==> src/sv/bmd_pkg.sv <==
`timescale 1ns / 1ps
`default_nettype none

package bmd_pkg;

    localparam int BYTE_W    = 8;
    localparam int ID_W      = 2 * BYTE_W;
    localparam int KIND_W    = 3;
    localparam int NUM_KINDS = 1 << KIND_W;
    localparam int LEN_W     = 12;
    localparam int LEN_DIGITS = 3;
    localparam int ROT_BITS  = 2;

    // kind codes, in the order of msg_kind
    localparam logic [KIND_W-1:0] KIND_RE = 3'd0;
    localparam logic [KIND_W-1:0] KIND_GT = 3'd1;
    localparam logic [KIND_W-1:0] KIND_UO = 3'd2;
    localparam logic [KIND_W-1:0] KIND_RD = 3'd3;
    localparam logic [KIND_W-1:0] KIND_PG = 3'd4;
    localparam logic [KIND_W-1:0] KIND_VG = 3'd5;
    localparam logic [KIND_W-1:0] KIND_DP = 3'd6;
    localparam logic [KIND_W-1:0] KIND_GO = 3'd7;

    // ASCII identifiers, first byte high, indexed by kind
    localparam logic [ID_W-1:0] ID_CODES [NUM_KINDS] = '{
        16'h5245, // RE
        16'h4754, // GT
        16'h554F, // UO
        16'h5244, // RD
        16'h5047, // PG
        16'h5647, // VG
        16'h4450, // DP
        16'h474F  // GO
    };

    typedef struct packed {
        logic [KIND_W-1:0] msg_kind;
        logic [LEN_W-1:0]  body_length;
        logic              check_ok;
        logic [BYTE_W-1:0] computed_sum;
        logic [BYTE_W-1:0] received_sum;
    } bmd_result_t;

endpackage

`default_nettype wire

==> src/sv/bmd_if.sv <==
`timescale 1ns / 1ps
`default_nettype none

interface bmd_rx_if;
    logic                       valid;
    logic                       ready;
    logic [bmd_pkg::BYTE_W-1:0] rx_byte;

    modport source (output valid, output rx_byte, input ready);
    modport sink   (input valid, input rx_byte, output ready);
endinterface

interface bmd_msg_if;
    logic                       valid;
    logic                       ready;
    logic [bmd_pkg::KIND_W-1:0] msg_kind;
    logic [bmd_pkg::LEN_W-1:0]  body_length;
    logic                       check_ok;
    logic [bmd_pkg::BYTE_W-1:0] computed_sum;
    logic [bmd_pkg::BYTE_W-1:0] received_sum;

    modport source (output valid, output msg_kind, output body_length, output check_ok,
                    output computed_sum, output received_sum, input ready);
    modport sink   (input valid, input msg_kind, input body_length, input check_ok,
                    input computed_sum, input received_sum, output ready);
endinterface

`default_nettype wire

==> src/sv/binary_message_deframer.sv <==
// Binary message deframer. Bytes come in on rx, one request per byte, and a
// result leaves on msg once per finished message. The block hunts for one of
// the two-byte identifiers RE, GT, UO, RD, PG, VG, DP or GO (first byte sent
// first), sliding the window one byte on a miss. It then reads three ASCII hex
// length characters (a non-hex character ends the number; later characters
// still count toward the checksum) and that many body bytes, the last of which
// is the received checksum. The computed checksum runs over the identifier,
// the length characters and all body bytes but the last: rotate left by 2, XOR
// the byte, with one final rotate at the end. check_ok is set when the two
// sums agree, and always for RE. A zero length ends the message right after
// the length characters with received_sum 0 and check_ok clear (set for RE).
// After each message two fresh bytes are needed before matching resumes.
// Rate: one byte per clock, sustained while msg is ready. Each byte is handled by one pass of
// the parser's next-state logic; the result sits in an output register and
// appears on msg the cycle after the byte that ends the message. rx takes a
// byte whenever that register is empty or is being drained in the same
// cycle, and stalls while it holds a result and msg is not ready.
`timescale 1ns / 1ps
`default_nettype none

module binary_message_deframer (
    input  wire logic  clk,
    input  wire logic  rst_n,
    bmd_rx_if.sink     rx,
    bmd_msg_if.source  msg
);
    import bmd_pkg::*;

    logic        advance;
    logic        result_valid;
    bmd_result_t result;

    logic        out_valid_reg, out_valid_next;
    bmd_result_t out_data_reg;

    // output register free, or being drained this cycle
    assign rx.ready = !out_valid_reg || msg.ready;
    assign advance  = rx.valid && rx.ready;

    bmd_parser u_parser (
        .clk          (clk),
        .rst_n        (rst_n),
        .advance      (advance),
        .rx_byte      (rx.rx_byte),
        .result_valid (result_valid),
        .result       (result)
    );

    always_comb begin
        out_valid_next = out_valid_reg;
        if (result_valid) begin
            out_valid_next = 1'b1;
        end else if (msg.ready) begin
            out_valid_next = 1'b0;
        end
    end

    always_ff @(posedge clk or negedge rst_n) begin
        if (!rst_n) begin
            out_valid_reg <= 1'b0;
        end else begin
            out_valid_reg <= out_valid_next;
        end
    end

    // payload only; no reset needed
    always_ff @(posedge clk) begin
        if (result_valid) begin
            out_data_reg <= result;
        end
    end

    assign msg.valid        = out_valid_reg;
    assign msg.msg_kind     = out_data_reg.msg_kind;
    assign msg.body_length  = out_data_reg.body_length;
    assign msg.check_ok     = out_data_reg.check_ok;
    assign msg.computed_sum = out_data_reg.computed_sum;
    assign msg.received_sum = out_data_reg.received_sum;

    a_result_shown: assert property (@(posedge clk) disable iff (!rst_n)
        result_valid |=> msg.valid)
        else $error("finished message not presented");

    a_no_overwrite: assert property (@(posedge clk) disable iff (!rst_n)
        result_valid |-> !out_valid_reg || msg.ready)
        else $error("result overwrote a pending one");

endmodule

`default_nettype wire

==> src/sv/bmd_parser.sv <==
`timescale 1ns / 1ps
`default_nettype none

module bmd_parser (
    input  wire logic                       clk,
    input  wire logic                       rst_n,
    input  wire logic                       advance,
    input  wire logic [bmd_pkg::BYTE_W-1:0] rx_byte,
    output logic                            result_valid,
    output bmd_pkg::bmd_result_t            result
);
    import bmd_pkg::*;

    typedef enum logic [1:0] {
        HUNT,
        LENGTH,
        BODY
    } phase_t;

    function automatic logic [BYTE_W-1:0] rotl8(input logic [BYTE_W-1:0] v);
        return (v << ROT_BITS) | (v >> (BYTE_W - ROT_BITS));
    endfunction

    phase_t              phase_reg,  phase_next;
    logic [ID_W-1:0]     window_reg, window_next;
    logic [1:0]          fill_reg,   fill_next;
    logic [LEN_W-1:0]    len_reg,    len_next;
    logic [1:0]          digits_reg, digits_next;
    logic                stop_reg,   stop_next;
    logic [LEN_W-1:0]    left_reg,   left_next;
    logic [BYTE_W-1:0]   sum_reg,    sum_next;
    logic [KIND_W-1:0]   kind_reg,   kind_next;

    logic [ID_W-1:0]     window_shift;
    logic                match_hit;
    logic [KIND_W-1:0]   match_kind;
    logic                hex_ok;
    logic [3:0]          hex_digit;
    logic [BYTE_W-1:0]   sum_upd;
    logic [LEN_W-1:0]    len_upd;
    logic                emit;

    // identifier compare against all kinds at once
    assign window_shift = {window_reg[BYTE_W-1:0], rx_byte};
    always_comb begin
        match_hit  = 1'b0;
        match_kind = KIND_RE;
        for (int k = NUM_KINDS - 1; k >= 0; k--) begin
            if (ID_CODES[k] == window_shift) begin
                match_hit  = 1'b1;
                match_kind = KIND_W'(k);
            end
        end
    end

    always_comb begin
        hex_ok    = 1'b1;
        hex_digit = 4'd0;
        if (rx_byte >= 8'h30 && rx_byte <= 8'h39) begin
            hex_digit = 4'(rx_byte - 8'h30);
        end else if (rx_byte >= 8'h61 && rx_byte <= 8'h66) begin
            hex_digit = 4'(rx_byte - 8'h57);
        end else if (rx_byte >= 8'h41 && rx_byte <= 8'h46) begin
            hex_digit = 4'(rx_byte - 8'h37);
        end else begin
            hex_ok = 1'b0;
        end
    end

    assign sum_upd = rotl8(sum_reg) ^ rx_byte;
    assign len_upd = (!stop_reg && hex_ok) ? {len_reg[LEN_W-5:0], hex_digit} : len_reg;

    always_comb begin
        phase_next  = phase_reg;
        window_next = window_reg;
        fill_next   = fill_reg;
        len_next    = len_reg;
        digits_next = digits_reg;
        stop_next   = stop_reg;
        left_next   = left_reg;
        sum_next    = sum_reg;
        kind_next   = kind_reg;
        emit        = 1'b0;
        result      = '0;
        result.msg_kind = kind_reg;

        unique case (phase_reg)
            HUNT: begin
                window_next = window_shift;
                if (fill_reg < 2'd2) begin
                    fill_next = fill_reg + 2'd1;
                end
                if (fill_reg != 2'd0 && match_hit) begin
                    kind_next   = match_kind;
                    phase_next  = LENGTH;
                    len_next    = '0;
                    digits_next = '0;
                    stop_next   = 1'b0;
                    sum_next    = rotl8(window_reg[BYTE_W-1:0]) ^ rx_byte;
                end
            end
            LENGTH: begin
                sum_next    = sum_upd;
                len_next    = len_upd;
                stop_next   = stop_reg | ~hex_ok;
                digits_next = digits_reg + 2'd1;
                if (digits_reg == 2'(LEN_DIGITS - 1)) begin
                    if (len_upd == '0) begin
                        emit                = 1'b1;
                        result.body_length  = '0;
                        result.computed_sum = rotl8(sum_upd);
                        result.received_sum = '0;
                        result.check_ok     = (kind_reg == KIND_RE);
                    end else begin
                        left_next  = len_upd;
                        phase_next = BODY;
                    end
                end
            end
            BODY: begin
                if (left_reg > LEN_W'(1)) begin
                    sum_next  = sum_upd;
                    left_next = left_reg - LEN_W'(1);
                end else begin
                    emit                = 1'b1;
                    result.body_length  = len_reg;
                    result.computed_sum = rotl8(sum_reg);
                    result.received_sum = rx_byte;
                    result.check_ok     = (kind_reg == KIND_RE)
                                          || (rotl8(sum_reg) == rx_byte);
                end
            end
            default: begin
                phase_next = HUNT;
            end
        endcase

        // end of message: empty the window so two fresh bytes are taken
        if (emit) begin
            phase_next  = HUNT;
            window_next = '0;
            fill_next   = '0;
            len_next    = '0;
            digits_next = '0;
            stop_next   = 1'b0;
            left_next   = '0;
            sum_next    = '0;
        end
    end

    assign result_valid = advance & emit;

    always_ff @(posedge clk or negedge rst_n) begin
        if (!rst_n) begin
            phase_reg  <= HUNT;
            window_reg <= '0;
            fill_reg   <= '0;
            len_reg    <= '0;
            digits_reg <= '0;
            stop_reg   <= 1'b0;
            left_reg   <= '0;
            sum_reg    <= '0;
            kind_reg   <= KIND_RE;
        end else if (advance) begin
            phase_reg  <= phase_next;
            window_reg <= window_next;
            fill_reg   <= fill_next;
            len_reg    <= len_next;
            digits_reg <= digits_next;
            stop_reg   <= stop_next;
            left_reg   <= left_next;
            sum_reg    <= sum_next;
            kind_reg   <= kind_next;
        end
    end

    a_body_has_bytes: assert property (@(posedge clk) disable iff (!rst_n)
        phase_reg == BODY |-> left_reg != '0)
        else $error("body phase with no bytes left");

    a_emit_restarts: assert property (@(posedge clk) disable iff (!rst_n)
        result_valid |=> phase_reg == HUNT && fill_reg == 2'd0)
        else $error("message end did not restart the hunt");

    a_ok_means_match: assert property (@(posedge clk) disable iff (!rst_n)
        result_valid && result.check_ok |->
            result.msg_kind == KIND_RE || result.computed_sum == result.received_sum)
        else $error("pass flag without matching checksum");

    a_length_digits: assert property (@(posedge clk) disable iff (!rst_n)
        phase_reg == LENGTH |-> digits_reg < 2'(LEN_DIGITS))
        else $error("too many length characters");

endmodule

`default_nettype wire
==> src/flat_wrapper.sv <==
// flat-port wrapper written by rule: the top's interface ports become plain ports
module binary_message_deframer_flat import bmd_pkg::*;
  (clk, rst_n, rx_valid, rx_rx_byte, rx_ready, msg_valid, msg_msg_kind, msg_body_length, msg_check_ok, msg_computed_sum, msg_received_sum, msg_ready);
  bmd_rx_if rx_i ();
  bmd_msg_if msg_i ();
  input  wire logic clk;
  input  wire logic rst_n;
  input wire logic [$bits(rx_i.valid)-1:0] rx_valid;
  input wire logic [$bits(rx_i.rx_byte)-1:0] rx_rx_byte;
  output wire logic [$bits(rx_i.ready)-1:0] rx_ready;
  output wire logic [$bits(msg_i.valid)-1:0] msg_valid;
  output wire logic [$bits(msg_i.msg_kind)-1:0] msg_msg_kind;
  output wire logic [$bits(msg_i.body_length)-1:0] msg_body_length;
  output wire logic [$bits(msg_i.check_ok)-1:0] msg_check_ok;
  output wire logic [$bits(msg_i.computed_sum)-1:0] msg_computed_sum;
  output wire logic [$bits(msg_i.received_sum)-1:0] msg_received_sum;
  input wire logic [$bits(msg_i.ready)-1:0] msg_ready;
  assign rx_i.valid = rx_valid;
  assign rx_i.rx_byte = rx_rx_byte;
  assign rx_ready = rx_i.ready;
  assign msg_valid = msg_i.valid;
  assign msg_msg_kind = msg_i.msg_kind;
  assign msg_body_length = msg_i.body_length;
  assign msg_check_ok = msg_i.check_ok;
  assign msg_computed_sum = msg_i.computed_sum;
  assign msg_received_sum = msg_i.received_sum;
  assign msg_i.ready = msg_ready;
  binary_message_deframer u_core (.clk(clk), .rst_n(rst_n), .rx(rx_i), .msg(msg_i));
endmodule
==> config.mk <==
export PLATFORM = sky130hd
export DESIGN_NAME = binary_message_deframer_flat
export DESIGN_NICKNAME = d
export VERILOG_FILES = /design/src/sv/bmd_pkg.sv /design/src/sv/bmd_if.sv /design/src/sv/binary_message_deframer.sv /design/src/sv/bmd_parser.sv /design/src/flat_wrapper.sv
export SDC_FILE = /design/constraint.sdc
export NUM_CORES = 1
export LEC_CHECK = 0
export BUFFER_PORTS_ARGS = -buffer_cell sky130_fd_sc_hd__buf_2
export CORE_ASPECT_RATIO = 0.8
export CORE_MARGIN = 2
export CORE_UTILIZATION = 55
export CTS_CLUSTER_DIAMETER = 50
export CTS_CLUSTER_SIZE = 20
export DETAILED_ROUTE_END_ITERATION = 7
export PLACE_DENSITY = 0.84
export SLEW_MARGIN = 20
export SYNTH_ARGS = -nofsm -noshare
export SYNTH_HDL_FRONTEND = slang
export SYNTH_HIERARCHICAL = 1
export SYNTH_SLANG_ARGS = --single-unit
==> constraint.sdc <==
create_clock -name clk -period 5.3 [get_ports clk]
set_input_delay 0.53 -clock clk [delete_from_list [all_inputs] [get_ports clk]]
set_output_delay 0.53 -clock clk [all_outputs]
set_load 0.02 [all_outputs]
Word level (Yosys, flattened, before mapping)
Cells that the tools add are included.
Widths: inputs -> output; s select.
{"block": "totals", "input_bits": 12, "word_cells": 142, "ff_bits": 83, "output_inout_bits": 34}
{"block": "classes", "n_addsub": 6, "n_mux": 61, "order_cmp": 8, "bitwise": 8, "eq_ne": 17, "reduce_logical": 27}
{"operator": "$eq 15x16->1 const A", "count": 8}
{"operator": "$mux 12", "count": 7}
{"operator": "$pmux 29 s2", "count": 1}
{"operator": "$pmux 12 s2", "count": 2}
{"operator": "$mux 8", "count": 5}
{"operator": "$mux 17", "count": 2}
{"operator": "$mux 29", "count": 1}
{"operator": "$mux 3", "count": 8}
{"operator": "$or 8x2->8", "count": 3}
{"operator": "$pmux 8 s3", "count": 1}
{"operator": "$mux 1", "count": 18}
{"operator": "$mux 2", "count": 9}
{"operator": "$ge 8x7->1 const B", "count": 2}
{"operator": "$le 8x7->1 const B", "count": 2}
{"operator": "$xor 8x8->8", "count": 2}
{"operator": "$gt 12x1->1 const B", "count": 1}
{"operator": "$logic_not 12->1", "count": 1}
{"operator": "$mux 4", "count": 3}
{"operator": "$ne 3x3->1 const B", "count": 4}
{"operator": "$sub 12x1->12 const B", "count": 1}
{"operator": "$reduce_and 5->1", "count": 2}
{"operator": "$reduce_and 3->1", "count": 3}
{"operator": "$eq 8x8->1", "count": 1}
{"operator": "$ge 8x6->1 const B", "count": 1}
{"operator": "24 further kinds", "count": 39}

Depth between registers and ports, before layout
{"block": "logic_depth", "depth_word": 13, "depth_mapped": 12, "mapped_depth_nobuf": 9}

Hierarchy
Netlist, hierarchy kept.
{"module": "bmd_parser", "area_each_um2": 3824.9, "n_inst": 1, "cells_per_inst": 410, "seq_area_each_um2": 1251.2}
{"module": "binary_message_deframer", "area_each_um2": 1014.7, "n_inst": 1, "cells_per_inst": 36, "seq_area_each_um2": 985.9}

Worst setup path before layout
No wires, ideal clock.
{"block": "synth_path", "path_kind": "in2reg", "startpoint": "in rx_rx_byte[0]", "endpoint": "reg u_core.out_data_reg, in the netlist u_core/msg.body_length[0] (enable)", "t_arrival_ps": 3195, "path_stages": 10, "path_buffers": 2, "setup_time_ps": 393, "setup_slack_ps": 1712, "path_cell_list": "buf_2 > inv_1 > ha_1 > nor4b_1 > a21oi_1 > nand3_4 > o41ai_4 > a21o_1 > buf_2 > and2_1"}
{"block": "synth_via", "elab_chain_cells": 12}
{"element": "start, declared", "line_no": "flat_wrapper.sv:9", "text": "input wire logic [$bits(rx_i.rx_byte)-1:0] rx_rx_byte;"}
{"element": "$ge 8x7->1 / $le 8x7->1 (equally long branches)", "line_no": "bmd_parser.sv:63", "text": "end else if (rx_byte >= 8'h41 && rx_byte <= 8'h46) begin"}
{"element": "$logic_and 1x1->1", "line_no": "bmd_parser.sv:63"}
{"element": "$mux 1", "line_no": "bmd_parser.sv:63"}
{"element": "$mux 1", "line_no": "bmd_parser.sv:61", "text": "end else if (rx_byte >= 8'h61 && rx_byte <= 8'h66) begin"}
{"element": "$mux 1", "line_no": "bmd_parser.sv:59", "text": "if (rx_byte >= 8'h30 && rx_byte <= 8'h39) begin"}
{"element": "$logic_and 1x1->1", "line_no": "bmd_parser.sv:71", "text": "assign len_upd = (!stop_reg && hex_ok) ? {len_reg[LEN_W-5:0], hex_digit} : len_reg;"}
{"element": "$mux 12 *", "line_no": "bmd_parser.sv:71"}
{"element": "$logic_not 12->1 *", "line_no": "bmd_parser.sv:108", "text": "if (len_upd == '0) begin"}
{"element": "$mux 1 *", "line_no": "bmd_parser.sv:108"}
{"element": "$mux 1 *", "line_no": "bmd_parser.sv:107", "text": "if (digits_reg == 2'(LEN_DIGITS - 1)) begin"}
{"element": "$pmux 1 s2 *", "line_no": "bmd_parser.sv:87", "text": "unique case (phase_reg)"}
{"element": "$and 1x1->1 *", "line_no": "bmd_parser.sv:151", "text": "assign result_valid = advance & emit;"}
{"element": "end signal, assigned", "line_no": "binary_message_deframer.sv:69", "text": "out_data_reg <= result;"}
{"element": "end, declared", "line_no": "binary_message_deframer.sv:34", "text": "bmd_result_t out_data_reg;"}
Mark *: on every way between the ends. The rest lies on a longest branch, timed or not.
A chain may end at the register's enable or synchronous reset.

Final worst setup path
{"block": "layout_path", "startpoint": "reg u_core.u_parser.phase_reg[0]", "endpoint": "reg u_core.out_data_reg, in the netlist u_core/msg.received_sum[4] (enable)"}
{"block": "layout_via", "elab_chain_cells": 3}
{"element": "start, declared", "line_no": "bmd_parser.sv:24", "text": "phase_t phase_reg, phase_next;"}
{"element": "start signal, assigned", "line_no": "bmd_parser.sv:165", "text": "phase_reg <= phase_next;"}
{"element": "$eq 2x2->1 / $eq 2x1->1 (equally long branches)", "line_no": "bmd_parser.sv:87"}
{"element": "$pmux 1 s2 *", "line_no": "bmd_parser.sv:87"}
{"element": "$and 1x1->1 *", "line_no": "bmd_parser.sv:151"}
Marked as above.

==> out/qor.yml <==
drv_cap: 0
detailroute.via_count: 3826
finalCriticalPeriod_ns: 3.65
avgSynthCellArea_um2: 10.9
setup_violations: 0
required_ns: 5.32
rsz0062_at_grt: "no"
wl_per_cell_um: 19.2
drt_first_pass_iters: 5
clock_latency_ns: 0.36
ys_seq_elements: 83
grtUsageTotal_pct: 24.9
syn_to_final_growth_pct: 9.28
cts-hold-fix-buffers: 0
ys_warn_count: 6
synth-edff-count: 32
hpwl_um: 7950
core_area_um2: 8520
cts.repair.resized: 0
critPathLaunchType: "flip-flop"
grt_pass1_vias: 3410
drc: 0
post-cts-setup-buffers: 0
cts_buffer_depth: 2
max_freq_mhz: 274
path_clk_slew_ns: 0.09
synth.most_common_cell: "dfrtp_1"
grt.overflow.total: 0
dieHeight_um: 87.9
irDropWorstVdd_mv: 0.268
synth_top_area_share_pct: 26.4
fin_nets: 495
critPathMaxFanout: 32
slew_headroom_pct: 34.0
drt-initial-drc-count: 397
fp.dieW_um: 109
async_flop_share_pct: 61.4
yosysUniqueCellTypes: 74
fin_area_um2: 5290
synthTopCellsByCount: "dfrtp_1, edfxtp_1, o21ai_0"
powerDensity_nw_per_um2: 504
numCtsBuffers: 9
place_congestion: 0.937
clock-sinks: 83
start_util_pct: 56.8
tns_ns: 0
yosys-top-cells-area: "dfrtp_1, edfxtp_1, mux2i_1"
power_leakage_uw: 0.00221
slew_violations: 0
synth-main-ff-cell: "dfrtp_1"
synth_fp_nets: 469
worstHoldPathType: "input pin to asynchronous set/reset pin"
ys_seq_area_share_pct: 46.2
routed_via_density: 6.50
status: "finished, final reports clean"
cts_tree: "yes"
hold_viol_final: 0
final_util_pct: 62.1
ant_nets: 0
grt_max_degree: 52
h-tree-depth: 3
grt_pass1_wl_um: 18000
wirelength_um: 11300
cp_data_arrival_time_ns: 3.67
syn_inst: 446
final.period_utilization_pct: 68.8
worstMarginPinSlew_ns: 0.990
antennaDiodeCount: 0
antenna_found_initial: 0
path_class: "flip-flop to flip-flop"
fp.dieArea_um2: 9570
syn_area_um2: 4840
port_buffers: 45
finalClockSkew_ns: 0.0111
drive_above_1_share_pct: 18.9
rows: 30
yosysTopAreaCell: "dfrtp_1"
io-pin-count: 46
root_buffer: "clkbuf_8"
postPlaceCellArea_um2: 5070
endpoint_kind: "flip-flop"
[layout make-up]
cell class,count,area [um^2]
Fill cell,664,3230
Clock buffer,10,128
Tap cell,112,140
Inverter,19,71.3
Timing Repair Buffer,48,248
Clock inverter,6,88.8
Sequential cell,83,2240
Multi-Input combinational cell,311,2380
[worst paths after layout]
check                                                    startpoint                                     end  slack [ns]  cells past startpoint
setup / recovery           u_core/u_parser/phase_reg[0]$_DFFE_PN0P_    u_core/msg.received_sum[4]$_DFFE_PP_        1.65                      8
hold / removal                                                rst_n  u_core/u_parser/sum_reg[5]$_DFFE_PN0P_        0.27                      2
setup reg to reg           u_core/u_parser/phase_reg[0]$_DFFE_PN0P_    u_core/msg.received_sum[4]$_DFFE_PP_        1.65                      8
hold reg to reg             u_core/u_parser/kind_reg[0]$_DFFE_PN0P_        u_core/msg.msg_kind[0]$_DFFE_PP_        0.50                      0
max in group asynchronous                                     rst_n  u_core/u_parser/len_reg[0]$_DFFE_PN0P_        4.59                      2
min in group clk                                          msg_ready            u_core/msg.valid$_DFFE_PN0P_        0.47                      3
[metrics by stage]
stage	hold WS, ns	instances	power [uW]	setup slack [ns]
finish	0.273	589	2660	1.65
global route	0.309	589	2820	1.44
CTS	0.295	589	2640	1.74
detailed placement	0.476	573	2140	1.61
global placement	0.463	573	2090	1.72
floorplan	0.234	446	1880	1.71
[cell usage in the layout (no fill, tap or decap), types with 9 or more instances in the layout]
| master | netlist | routed |
|---|---|---|
| a21oi_1 | 10 | 10 |
| clkbuf_8 | 0 | 9 |
| buf_2 | 7 | 45 |
| o2bb2ai_2 | 9 | 9 |
| xnor2_1 | 18 | 18 |
| and3_1 | 21 | 21 |
| nor2_1 | 22 | 22 |
| a22o_1 | 23 | 23 |
| ha_1 | 11 | 11 |
| edfxtp_1 | 32 | 32 |
| mux2i_1 | 25 | 25 |
| dfrtp_1 | 51 | 51 |
| o21ai_0 | 28 | 28 |
| nand2_1 | 22 | 22 |
| inv_1 | 19 | 19 |
[power by group]
group          switching (uW)  total [uW]  internal (uW)
clock                     235         502            266
combinational             668        1150            477
sequential                193        1020            824
total                    1100        2660           1570
[cells by family after synthesis]
kind of cell               share of synthesized area (%)
DFF                                                 46.2
xor gates and xnor gates                            3.44
AOI/OAI and AO/OA                                   20.9
muxes                                               5.87
adders and majority gates                           2.84
and+or+nand+nor                                     15.9
buffers and inverters                               4.83
[layer usage]
metal | vias up | track usage, % | share of wire (%)
met4 | 0 | 8.62 | 1.7
met1 | 1873 | 37.6 | 46
li1 | 1743 | - | -
met3 | 22 | 5.43 | 8.9
met5 | - | 0 | 0
met2 | 188 | 35.6 | 43
[worst max-delay path, cell delays in order, from the launching register on]
cell and delay [ns]:
dfrtp_1 0.40, inv_1 0.10, ha_1 0.41, nor4b_1 0.31, o2111a_1 0.65, and2_1 0.51
a21o_1 0.30, and2_1 0.22, buf_4 0.37
Note: power is estimated with default switching activity, not from simulation.
